File: src/rtl/core/mfbr_pkg.sv
package mfbr_pkg;

    localparam int BUFFER_BYTES = 64;
    localparam int POS_W        = $clog2(BUFFER_BYTES + 1);

    localparam int BYTE_W  = 8;
    localparam int INDEX_W = 6;
    localparam int LEN_W   = 7;

    localparam logic [BYTE_W-1:0] MARK_S = 8'h53;
    localparam logic [BYTE_W-1:0] MARK_T = 8'h54;
    localparam logic [BYTE_W-1:0] MARK_E = 8'h45;
    localparam logic [BYTE_W-1:0] MARK_D = 8'h44;

    localparam int QUEUE_DEPTH = 4;
    localparam int QPTR_W      = $clog2(QUEUE_DEPTH);
    localparam int QCNT_W      = $clog2(QUEUE_DEPTH + 1);

    localparam logic [1:0] PH_MARK_S = 2'd0;
    localparam logic [1:0] PH_MARK_T = 2'd1;
    localparam logic [1:0] PH_DATA   = 2'd2;

    typedef struct packed {
        logic [BYTE_W-1:0]  data;
        logic [INDEX_W-1:0] index;
        logic               done;
        logic [LEN_W-1:0]   length;
        logic               aborted;
        logic               start;
    } frame_cmd_t;

endpackage

File: src/rtl/core/mfbr_if.sv
interface mfbr_byte_if;
    logic       valid;
    logic       ready;
    logic [7:0] rx_byte;

    modport source (output valid, output rx_byte, input ready);
    modport sink (input valid, input rx_byte, output ready);
endinterface

interface mfbr_result_if;
    logic       valid;
    logic       ready;
    logic [7:0] byte_out;
    logic [5:0] byte_index;
    logic       frame_done;
    logic [6:0] frame_length;
    logic       frame_aborted;
    logic       last;

    modport source (
        output valid, output byte_out, output byte_index, output frame_done,
        output frame_length, output frame_aborted, output last, input ready
    );
    modport sink (
        input valid, input byte_out, input byte_index, input frame_done,
        input frame_length, input frame_aborted, input last, output ready
    );
endinterface

File: src/rtl/core/mfbr_front.sv
module mfbr_front (
    input  logic                clk,
    input  logic                rst_n,
    mfbr_byte_if.sink           byte_ch,
    input  logic                queue_full,
    output logic                push,
    output mfbr_pkg::frame_cmd_t push_cmd
);
    import mfbr_pkg::*;

    logic [BYTE_W-1:0] older_reg, older_next;
    logic [BYTE_W-1:0] newer_reg, newer_next;
    logic [1:0]        fill_reg, fill_next;
    logic              recv_reg, recv_next;
    logic [POS_W-1:0]  pos_reg, pos_next;

    logic             accept;
    logic             start;
    logic             active;
    logic             done;
    logic             aborted;
    logic [POS_W-1:0] pos;
    logic [POS_W-1:0] pos_inc;
    logic [BYTE_W-1:0] cur;

    assign byte_ch.ready = !queue_full;
    assign accept        = byte_ch.valid && !queue_full;
    assign cur           = byte_ch.rx_byte;

    assign start   = !recv_reg && (fill_reg == 2'd2) &&
                     (older_reg == MARK_S) && (newer_reg == MARK_T);
    assign active  = recv_reg || start;
    assign pos     = start ? POS_W'(2) : pos_reg;
    assign pos_inc = pos + POS_W'(1);
    assign done    = active && (newer_reg == MARK_E) && (cur == MARK_D);
    assign aborted = active && !done && (pos_inc >= POS_W'(BUFFER_BYTES));

    assign push             = accept && active;
    assign push_cmd.data    = cur;
    assign push_cmd.index   = INDEX_W'(pos);
    assign push_cmd.done    = done;
    assign push_cmd.length  = done ? LEN_W'(pos_inc) : '0;
    assign push_cmd.aborted = aborted;
    assign push_cmd.start   = start;

    always_comb
    begin
        older_next = older_reg;
        newer_next = newer_reg;
        fill_next  = fill_reg;
        recv_next  = recv_reg;
        pos_next   = pos_reg;
        if (accept)
        begin
            if (done || aborted)
            begin
                older_next = '0;
                newer_next = '0;
                fill_next  = '0;
                recv_next  = 1'b0;
                pos_next   = '0;
            end
            else
            begin
                older_next = newer_reg;
                newer_next = cur;
                if (fill_reg != 2'd2)
                begin
                    fill_next = fill_reg + 2'd1;
                end
                recv_next = active;
                if (active)
                begin
                    pos_next = pos_inc;
                end
            end
        end
    end

    always_ff @(posedge clk or negedge rst_n)
    begin
        if (!rst_n)
        begin
            older_reg <= '0;
            newer_reg <= '0;
            fill_reg  <= '0;
            recv_reg  <= 1'b0;
            pos_reg   <= '0;
        end
        else
        begin
            older_reg <= older_next;
            newer_reg <= newer_next;
            fill_reg  <= fill_next;
            recv_reg  <= recv_next;
            pos_reg   <= pos_next;
        end
    end

    a_idle_pos_zero: assert property (@(posedge clk) disable iff (!rst_n)
        !recv_reg |-> (pos_reg == '0))
        else $error("idle with nonzero frame position");

    a_recv_pos_range: assert property (@(posedge clk) disable iff (!rst_n)
        recv_reg |-> (pos_reg >= POS_W'(3)) && (pos_reg < POS_W'(BUFFER_BYTES)))
        else $error("frame position out of range while receiving");

endmodule

File: src/rtl/core/mfbr_queue.sv
module mfbr_queue (
    input  logic                 clk,
    input  logic                 rst_n,
    input  logic                 push,
    input  mfbr_pkg::frame_cmd_t push_cmd,
    output logic                 full,
    output logic                 head_valid,
    output mfbr_pkg::frame_cmd_t head,
    input  logic                 pop
);
    import mfbr_pkg::*;

    frame_cmd_t        slot_reg [QUEUE_DEPTH];
    logic [QPTR_W-1:0] wr_ptr_reg, wr_ptr_next;
    logic [QPTR_W-1:0] rd_ptr_reg, rd_ptr_next;
    logic [QCNT_W-1:0] count_reg, count_next;
    logic              do_push;
    logic              do_pop;

    assign full       = (count_reg == QCNT_W'(QUEUE_DEPTH));
    assign head_valid = (count_reg != '0);
    assign head       = slot_reg[rd_ptr_reg];
    assign do_push    = push && !full;
    assign do_pop     = pop && head_valid;

    always_comb
    begin
        wr_ptr_next = wr_ptr_reg;
        rd_ptr_next = rd_ptr_reg;
        count_next  = count_reg;
        if (do_push)
        begin
            wr_ptr_next = (wr_ptr_reg == QPTR_W'(QUEUE_DEPTH - 1)) ? '0
                                                                  : wr_ptr_reg + QPTR_W'(1);
        end
        if (do_pop)
        begin
            rd_ptr_next = (rd_ptr_reg == QPTR_W'(QUEUE_DEPTH - 1)) ? '0
                                                                  : rd_ptr_reg + QPTR_W'(1);
        end
        if (do_push && !do_pop)
        begin
            count_next = count_reg + QCNT_W'(1);
        end
        else if (do_pop && !do_push)
        begin
            count_next = count_reg - QCNT_W'(1);
        end
    end

    always_ff @(posedge clk or negedge rst_n)
    begin
        if (!rst_n)
        begin
            wr_ptr_reg <= '0;
            rd_ptr_reg <= '0;
            count_reg  <= '0;
        end
        else
        begin
            wr_ptr_reg <= wr_ptr_next;
            rd_ptr_reg <= rd_ptr_next;
            count_reg  <= count_next;
        end
    end

    always_ff @(posedge clk)
    begin
        if (do_push)
        begin
            slot_reg[wr_ptr_reg] <= push_cmd;
        end
    end

    a_no_push_full: assert property (@(posedge clk) disable iff (!rst_n)
        push |-> !full)
        else $error("transfer pushed into full queue");

endmodule

File: src/rtl/core/mfbr_back.sv
module mfbr_back (
    input  logic                 clk,
    input  logic                 rst_n,
    input  logic                 head_valid,
    input  mfbr_pkg::frame_cmd_t head,
    output logic                 pop,
    mfbr_result_if.source        result_ch
);
    import mfbr_pkg::*;

    logic       valid_reg, valid_next;
    frame_cmd_t cmd_reg, cmd_next;
    logic [1:0] phase_reg, phase_next;
    logic       fire;
    logic       final_res;
    logic       load;

    assign fire      = valid_reg && result_ch.ready;
    assign final_res = (phase_reg == PH_DATA);
    assign load      = !valid_reg || (fire && final_res);
    assign pop       = load && head_valid;

    always_comb
    begin
        valid_next = valid_reg;
        cmd_next   = cmd_reg;
        phase_next = phase_reg;
        if (load)
        begin
            valid_next = head_valid;
            cmd_next   = head;
            phase_next = head.start ? PH_MARK_S : PH_DATA;
        end
        else if (fire)
        begin
            phase_next = phase_reg + 2'd1;
        end
    end

    always_ff @(posedge clk or negedge rst_n)
    begin
        if (!rst_n)
        begin
            valid_reg <= 1'b0;
            phase_reg <= PH_DATA;
        end
        else
        begin
            valid_reg <= valid_next;
            phase_reg <= phase_next;
        end
    end

    always_ff @(posedge clk)
    begin
        cmd_reg <= cmd_next;
    end

    always_comb
    begin
        result_ch.byte_out      = cmd_reg.data;
        result_ch.byte_index    = cmd_reg.index;
        result_ch.frame_done    = cmd_reg.done;
        result_ch.frame_length  = cmd_reg.length;
        result_ch.frame_aborted = cmd_reg.aborted;
        result_ch.last          = 1'b1;
        case (phase_reg)
            PH_MARK_S:
            begin
                result_ch.byte_out      = MARK_S;
                result_ch.byte_index    = INDEX_W'(0);
                result_ch.frame_done    = 1'b0;
                result_ch.frame_length  = '0;
                result_ch.frame_aborted = 1'b0;
                result_ch.last          = 1'b0;
            end
            PH_MARK_T:
            begin
                result_ch.byte_out      = MARK_T;
                result_ch.byte_index    = INDEX_W'(1);
                result_ch.frame_done    = 1'b0;
                result_ch.frame_length  = '0;
                result_ch.frame_aborted = 1'b0;
                result_ch.last          = 1'b0;
            end
            default:
            begin
            end
        endcase
    end

    assign result_ch.valid = valid_reg;

    a_phase_legal: assert property (@(posedge clk) disable iff (!rst_n)
        valid_reg |-> (phase_reg == PH_MARK_S) || (phase_reg == PH_MARK_T) ||
                      (phase_reg == PH_DATA))
        else $error("illegal burst phase");

    a_plain_is_data: assert property (@(posedge clk) disable iff (!rst_n)
        (valid_reg && !cmd_reg.start) |-> (phase_reg == PH_DATA))
        else $error("plain entry left data phase");

endmodule

File: src/rtl/core/marker_framed_byte_receiver_top.sv
// Marker-framed byte receiver.
// byte_ch carries received serial bytes (rx_byte); result_ch carries frame
// bytes with their buffer position, plus frame_done/frame_length on the byte
// that completes the 'E','D' end marker and frame_aborted when the buffer
// fills first. last marks the final transfer caused by one input byte.
// While idle, a byte that follows 'S','T' (with at least three bytes seen
// since reset or the previous frame end or abort) opens a frame and produces
// three transfers: 'S', 'T' and the byte itself at positions 0 to 2. Each
// further byte of the frame produces one transfer; idle bytes produce none.
// A result passes through the command queue and then the output register
// before it is presented on result_ch.
// Throughput: one byte per cycle while the queue is not full; a start burst
// holds the output for its three transfers and is absorbed by a four-entry
// command queue between the classifier and the output sequencer.
// When result_ch stalls, the queue fills and byte_ch.ready drops once it is
// full; nothing is lost. Reset (rst_n low) clears history, frame state, the
// queue and the output valid flag; no result is pending after reset.
module marker_framed_byte_receiver_top (
    input  logic          clk,
    input  logic          rst_n,
    mfbr_byte_if.sink     byte_ch,
    mfbr_result_if.source result_ch
);
    import mfbr_pkg::*;

    logic       push;
    frame_cmd_t push_cmd;
    logic       queue_full;
    logic       head_valid;
    frame_cmd_t head;
    logic       pop;

    mfbr_front u_front (
        .clk        (clk),
        .rst_n      (rst_n),
        .byte_ch    (byte_ch),
        .queue_full (queue_full),
        .push       (push),
        .push_cmd   (push_cmd)
    );

    mfbr_queue u_queue (
        .clk        (clk),
        .rst_n      (rst_n),
        .push       (push),
        .push_cmd   (push_cmd),
        .full       (queue_full),
        .head_valid (head_valid),
        .head       (head),
        .pop        (pop)
    );

    mfbr_back u_back (
        .clk        (clk),
        .rst_n      (rst_n),
        .head_valid (head_valid),
        .head       (head),
        .pop        (pop),
        .result_ch  (result_ch)
    );

endmodule
File: src/flat_wrapper.sv
// flat-port wrapper written by rule: the top's interface ports become plain ports
module marker_framed_byte_receiver_top_flat import mfbr_pkg::*;
  (clk, rst_n, byte_ch_valid, byte_ch_rx_byte, byte_ch_ready, result_ch_valid, result_ch_byte_out, result_ch_byte_index, result_ch_frame_done, result_ch_frame_length, result_ch_frame_aborted, result_ch_last, result_ch_ready);
  mfbr_byte_if byte_ch_i ();
  mfbr_result_if result_ch_i ();
  input  logic clk;
  input  logic rst_n;
  input wire logic [$bits(byte_ch_i.valid)-1:0] byte_ch_valid;
  input wire logic [$bits(byte_ch_i.rx_byte)-1:0] byte_ch_rx_byte;
  output wire logic [$bits(byte_ch_i.ready)-1:0] byte_ch_ready;
  output wire logic [$bits(result_ch_i.valid)-1:0] result_ch_valid;
  output wire logic [$bits(result_ch_i.byte_out)-1:0] result_ch_byte_out;
  output wire logic [$bits(result_ch_i.byte_index)-1:0] result_ch_byte_index;
  output wire logic [$bits(result_ch_i.frame_done)-1:0] result_ch_frame_done;
  output wire logic [$bits(result_ch_i.frame_length)-1:0] result_ch_frame_length;
  output wire logic [$bits(result_ch_i.frame_aborted)-1:0] result_ch_frame_aborted;
  output wire logic [$bits(result_ch_i.last)-1:0] result_ch_last;
  input wire logic [$bits(result_ch_i.ready)-1:0] result_ch_ready;
  assign byte_ch_i.valid = byte_ch_valid;
  assign byte_ch_i.rx_byte = byte_ch_rx_byte;
  assign byte_ch_ready = byte_ch_i.ready;
  assign result_ch_valid = result_ch_i.valid;
  assign result_ch_byte_out = result_ch_i.byte_out;
  assign result_ch_byte_index = result_ch_i.byte_index;
  assign result_ch_frame_done = result_ch_i.frame_done;
  assign result_ch_frame_length = result_ch_i.frame_length;
  assign result_ch_frame_aborted = result_ch_i.frame_aborted;
  assign result_ch_last = result_ch_i.last;
  assign result_ch_i.ready = result_ch_ready;
  marker_framed_byte_receiver_top u_core (.clk(clk), .rst_n(rst_n), .byte_ch(byte_ch_i), .result_ch(result_ch_i));
endmodule
File: config.mk
export PLATFORM = sky130hd
export DESIGN_NAME = marker_framed_byte_receiver_top_flat
export DESIGN_NICKNAME = d
export VERILOG_FILES = /design/src/rtl/core/mfbr_pkg.sv /design/src/rtl/core/mfbr_if.sv /design/src/rtl/core/mfbr_front.sv /design/src/rtl/core/mfbr_queue.sv /design/src/rtl/core/mfbr_back.sv /design/src/rtl/core/marker_framed_byte_receiver_top.sv /design/src/flat_wrapper.sv
export SDC_FILE = /design/constraint.sdc
export NUM_CORES = 1
export LEC_CHECK = 0
export ABC_AREA = 1
export BUFFER_PORTS_ARGS = -buffer_cell sky130_fd_sc_hd__buf_2
export CAP_MARGIN = 10
export CORE_MARGIN = 3
export CORE_UTILIZATION = 35
export DETAILED_ROUTE_END_ITERATION = 8
export PLACE_DENSITY_LB_ADDON = 0.12
export SETUP_SLACK_MARGIN = 0.3
export SYNTH_ARGS = -nofsm -noshare
export SYNTH_HDL_FRONTEND = slang
export SYNTH_HIERARCHICAL = 1
export SYNTH_SLANG_ARGS = --single-unit
File: constraint.sdc
create_clock -name clk -period 6.42 [get_ports clk]
set_clock_uncertainty 0.2 [all_clocks]
set_input_delay 1.605 -clock clk [delete_from_list [all_inputs] [get_ports clk]]
set_output_delay 1.605 -clock clk [all_outputs]
set_load 0.02 [all_outputs]
### Word level (Yosys, flattened, before mapping)

Memories as Yosys holds them, arrays and structs flattened.
Cells that the tools add are included.

* flip-flop bits (word level): 59
* RAM bits: 96
* bits of input ports: 12
* output and inout port bits: 26
* logic and storage cells: 93
* memories: 1

* $add $sub $neg: 7
* order comparisons: 1
* equality and inequality tests: 11
* muxes and demuxes: 24
* reduce and logical (&&, ||, !) cells: 34

Memory list
* u_core.u_queue.slot_reg: words 4, width 24, read ports 1, clocked after Yosys merged registers in 0, wr ports 1, RTL line mfbr_queue.sv:13 `frame_cmd_t slot_reg [QUEUE_DEPTH];`

Operator list (count)
* 7-bit 2-to-1 mux: 5
* 8-bit by 7-bit equality test with 1-bit output (second input constant): 4
* 1-bit logical AND: 16
* 8-bit 2-to-1 mux: 2
* 8-bit one-hot mux with 2 select lines: 1
* 2-bit 2-to-1 mux: 7
* 6-bit one-hot mux with 2 select lines: 1
* 2-bit by 1-bit adder with 2-bit output (second input constant): 4
* 2-bit equality test (second input constant): 4
* 2-bit nonzero test: 4
* 7-bit by 1-bit adder with 7-bit output (second input constant): 1
* 7-bit >= comparator (second input constant): 1
* 1-bit logical NOT: 6
* 1-bit 2-to-1 mux: 6
* 3-bit 2-to-1 mux: 2
* 2-bit AND reduction: 2
* 3-bit by 1-bit adder with 3-bit output (second input constant): 1
* 3-bit equality test (second input constant): 1
* 1-bit logical OR: 3
* 3-bit nonzero test: 1
* 3-bit by 1-bit subtractor with 3-bit output (second input constant): 1
* 2-bit by 1-bit equality test with 1-bit output (second input constant): 1
* 2-bit logical NOT: 1
* 2-bit != test (second input constant): 1
* 2-bit OR reduction: 1

### Depth between registers and ports, before layout

* depth after elaboration: 13
* mapped depth: 18
* mapped depth without buffers: 18

### By module

Netlist, hierarchy kept.

Modules (own cells, without submodules)
* mfbr_queue: instances 1, cells each 340, area each 4366.7 um^2
* mfbr_front: instances 1, cells each 205, area each 1595.3 um^2
* mfbr_back: instances 1, cells each 95, area each 1078.5 um^2

### Worst setup path before layout

No wires, ideal clock.

* path type: input to register
* start point: input byte_ch_valid
* end point: memory u_core/u_queue/slot_reg[0][0] (netlist bit) (enable)
* arrival: 3.124 ns
* data required time: 5.815 ns
* setup slack: 2.691 ns
* stages on the path: 4
* cell sequence: nand2_1 nor2_4 nand2_1 nor2_1

* cells in the longest elaborated chain, start to end: 5

Ends and longest elaborated chain
* start, declared: RTL line flat_wrapper.sv:8 `input wire logic [$bits(byte_ch_i.valid)-1:0] byte_ch_valid;`
* 1-bit logical AND: RTL line mfbr_front.sv:27 `assign accept = byte_ch.valid && !queue_full;`
* 1-bit logical AND: RTL line mfbr_front.sv:38 `assign push = accept && active;`
* via u_core.push: RTL line marker_framed_byte_receiver_top.sv:26 `logic push;`
* 1-bit logical AND: RTL line mfbr_queue.sv:23 `assign do_push = push && !full;`
* 1-bit 2-to-1 mux: RTL line mfbr_queue.sv:69 `if (do_push)`
* 1-bit 2-to-1 mux (not written as such): RTL line mfbr_queue.sv:71 `slot_reg[wr_ptr_reg] <= push_cmd;`
* end, declared: RTL line mfbr_queue.sv:13

The timed path passes the listed nets, and every way through them passes these cells.

### Worst setup path after layout

* start point: register u_core.u_back.phase_reg[1]
* end point: output result_ch_byte_out[4]

* cells in the longest elaborated chain, start to end: 2

Ends and longest elaborated chain
* start, declared: RTL line mfbr_back.sv:13 `logic [1:0] phase_reg, phase_next;`
* start signal, assigned: RTL line mfbr_back.sv:50 `phase_reg <= phase_next;`
* 2-bit by 1-bit equality test with 1-bit output or 2-bit logical NOT (tied branches): RTL line mfbr_back.sv:67 `case (phase_reg)`
* 8-bit one-hot mux with 2 select lines *: RTL line mfbr_back.sv:67
* end, declared: RTL line flat_wrapper.sv:12 `output wire logic [$bits(result_ch_i.byte_out)-1:0] result_ch_byte_out;`

Every way passes the cells marked *; elsewhere a longest branch is shown, timed or not.

==> flow_metrics.py <==
metrics = {
    "cts": {
        "clkTransAtPathRegs_ns": 0.06,
        "numCtsBuffers": 17,
        "tritoncts": "done",
        "post-cts-setup-buffers": 0,
        "cts_resized": 0,
        "ctsLongestPathBuffers": 2,
        "clock_sinks": 155,
        "insertion_delay_ns": 0.41,
        "ctsHoldBuffers": 0,
        "cts_root_buf": "clkbuf_16",
        "cts_max_level": 4,
    },
    "logic_synthesis": {
        "yosysTopAreaCellShare_pct": 50.8,
        "synth_compound_gate_area_share_pct": 8.87,
        "synthesis.area_sq_um": 7040,
        "synth-simple-area-share_pct": 15.2,
        "synth.most_common_cell": "nand2_1",
        "synth_top_family_by_area": "simple AND/OR/NAND/NOR gates",
        "synthAdderAreaFrac_pct": 2.24,
        "synth.top_cells.by_area": "edfxtp_1 51%, dfrtp_1 12%, nand2_1 8.1%, inv_1 5.9%, o211ai_2 3.4%",
        "syn_nets": 664,
        "yosysUniqueCellTypes": 36,
        "synth_xor_area_share_pct": 0.498,
        "yosys_warnings": 6,
        "seq_area_frac_synth_pct": 63.6,
        "ys_seq_elements": 155,
        "synth_cells": 640,
        "synthArstFlopShare_pct": 23.2,
        "synthMuxAreaShare_pct": 0,
        "synth_top_area_cell": "edfxtp_1",
        "yosys-top-cells-count": "152 x nand2_1, 119 x edfxtp_1, 111 x inv_1, 43 x nor2_1, 35 x dfrtp_1",
        "syn_avg_cell_area_sq_um": 11.0,
        "synth_edf_count": 119,
        "ys.flop_type": "edfxtp_1",
    },
    "drt": {
        "ant_nets": 0,
        "firstDrtPassIters": 4,
        "avgRoutedWirePerCell_microns": 15.1,
        "routed_wl_microns": 14300,
        "vias": 4317,
        "vias_per_cell": 4.55,
        "drt_iter0_markers": 248,
        "drc": 0,
    },
    "die": {
        "dieWidth_microns": 148,
        "num_io_pins": 38,
        "die_h_microns": 148,
        "initial_core_util_pct": 35.9,
        "core_area_sq_um": 19600,
        "die_area_sq_um": 21900,
        "fp-row-count": 51,
    },
    "worst_setup_path": {
        "slowest_delay_ns": 0.62,
        "cp.arrival_ns": 2.06,
        "path_cells": "inv_1, ha_1, nor2_2, inv_2, or2_1, buf_2",
        "crit_type": "reg2out",
        "endpoint_kind": "output pin",
        "slowest_stage": "dfstp_2",
        "crit_required_ns": 4.62,
        "crit_path_start_kind": "flip-flop",
        "cp_max_fo": 19,
    },
    "timing": {
        "tns_ns": 0,
        "relSlewSlack_pct": 25.1,
        "period_share_pct": 60.2,
        "clock.fmax_mhz": 259,
        "final-max-slew-violation-count": 0,
        "hold_ws_ns": 0.293,
        "setup_viol": 0,
        "max_slew.worst_pin.slew_ns": 1.12,
        "report.final.hold_viol_count": 0,
        "final.min_clock_period_ns": 3.86,
        "rsz0062_at_grt": "false",
    },
    "status": {
        "status": "complete, no violations",
    },
    "hold_path": {
        "hp-class": "reg2reg",
    },
    "cells_and_area": {
        "layout-drive-gt1-share_pct": 18.7,
        "fin_nets": 694,
        "final_cells": 948,
        "largest_register_ffs": 96,
        "syn_to_final_growth_pct": 13.6,
        "num_antenna_cells": 0,
    },
    "power": {
        "comb_power_share_pct": 25.6,
        "clkPwrFrac_pct": 31.6,
        "p_per_area_nw_per_um2": 406,
        "switchingPower_mw": 1.09,
        "p_sw_share_pct": 33.5,
        "leakage_nw": 3.45,
        "p_int_mw": 2.16,
        "seq_power_share_pct": 42.7,
        "ir_drop_v": 0.000187,
    },
    "global_route": {
        "grt_overflow": 0,
        "grt_pass1_wl_microns": 23000,
        "antenna_found_initial": 0,
        "grt_max_degree": 100,
        "grt_use_total_pct": 13.7,
        "first_global_vias": 4311,
    },
    "placed_design": {
        "gp_congestion": 0.807,
        "io_buffers": 37,
        "dp_hpwl_microns": 9300,
        "dp_cells": 915,
    },
    "job": {
        "drv_cap": 0,
    },
}
## power groups by stage
| stage | clock network (mW) | registers [mW] | logic [mW] |
|---|---|---|---|
| 4_1_cts | 1.06 | 1.39 | 0.860 |
| 5_1_grt | 1.10 | 1.41 | 0.947 |
| 6_report | 1.03 | 1.39 | 0.834 |
| 3_3_place_gp | 0 | 1.41 | 0.841 |
| 2_1_floorplan | 0 | 1.30 | 0.738 |
| 3_5_place_dp | 0 | 1.41 | 0.857 |
## per-stage QoR
step | cell area (sq um) | total power, mW | worst slack [ns] | utilization [%]
after floorplan | 7040 | 2.03 | 2.69 | -
after global placement | 7380 | 2.25 | 2.12 | 37.7
after detailed placement | 7380 | 2.27 | 2.00 | 37.7
after CTS | 7990 | 3.31 | 2.45 | 40.8
after global routing | 8000 | 3.46 | 2.38 | 40.8
final | 8000 | 3.25 | 2.56 | 40.8
## cell usage in the layout, fill, tap and decap left out, types with 2 or more instances in the layout
cell / count
nand2_1: 152
edfxtp_1: 119
inv_1: 111
nor2_1: 39
buf_2: 37
dfrtp_1: 34
o211ai_1: 29
nand3_1: 24
o211ai_2: 19
clkbuf_16: 17
ha_1: 11
o21ai_2: 11
o21ai_1: 9
nor2_2: 7
nand4_1: 6
inv_2: 5
buf_4: 5
bufinv_16: 4
clkinvlp_4: 3
clkinv_2: 3
clkinv_1: 3
o21ai_0: 3
nor3_2: 3
nand2_4: 3
nand3_2: 3
nor2_4: 3
clkbuf_1: 2
or2_1: 2
xor2_1: 2
xnor2_1: 2
## metal layers
layer	vias to the layer above	wire length, microns	share of wire [%]	global-route usage (%)
li1	2150	-	-	-
met1	2088	6560	46	17.4
met2	62	7160	50	23.1
met3	17	339	2.4	2.82
met4	0	293	2.0	5.59
met5	-	0	0	0
## cells by family (layout without fill, tap and decap cells)
kind of cell | count (synthesis) | after routing
buf+inv | 150 | 193
fa+ha+maj | 12 | 12
xor+xnor | 4 | 4
flops | 155 | 155
simple gates | 246 | 246
compound gates | 73 | 73
## critical path, delay by kind of cell, from the launching register on
kind	cells	cell delay, ns
simple gates	2	0.39
flops	1	0.62
buf+inv	3	0.43
fa+ha+maj	1	0.20
## path summary, 6_finish.rpt
path	slack, ns	start	end	cells past startpoint
max	2.56	u_core/u_back/phase_reg[1]	result_ch_byte_out[4]	6
min	0.29	u_core/u_front/older_reg[3]	u_core/u_front/older_reg[3]	2
max reg2reg	3.22	u_core/u_front/fill_reg[0]	u_core/u_queue/slot_reg[3][15]	12
min reg2reg	0.29	u_core/u_front/older_reg[3]	u_core/u_front/older_reg[3]	2
max in group asynchronous	4.30	rst_n	u_core/u_queue/rd_ptr_reg[0]	1
min in group asynchronous	1.09	rst_n	u_core/u_front/fill_reg[1]	1
## cell type report
class,instances,area (sq um)
Clock buffer,19,433
Clock inverter,13,174
Fill cell,1905,11600
Inverter,118,445
Multi-Input combinational cell,335,1900
Sequential cell,155,4480
Tap cell,265,332
Timing Repair Buffer,43,238
Note: power is estimated with default switching activity, not from simulation.
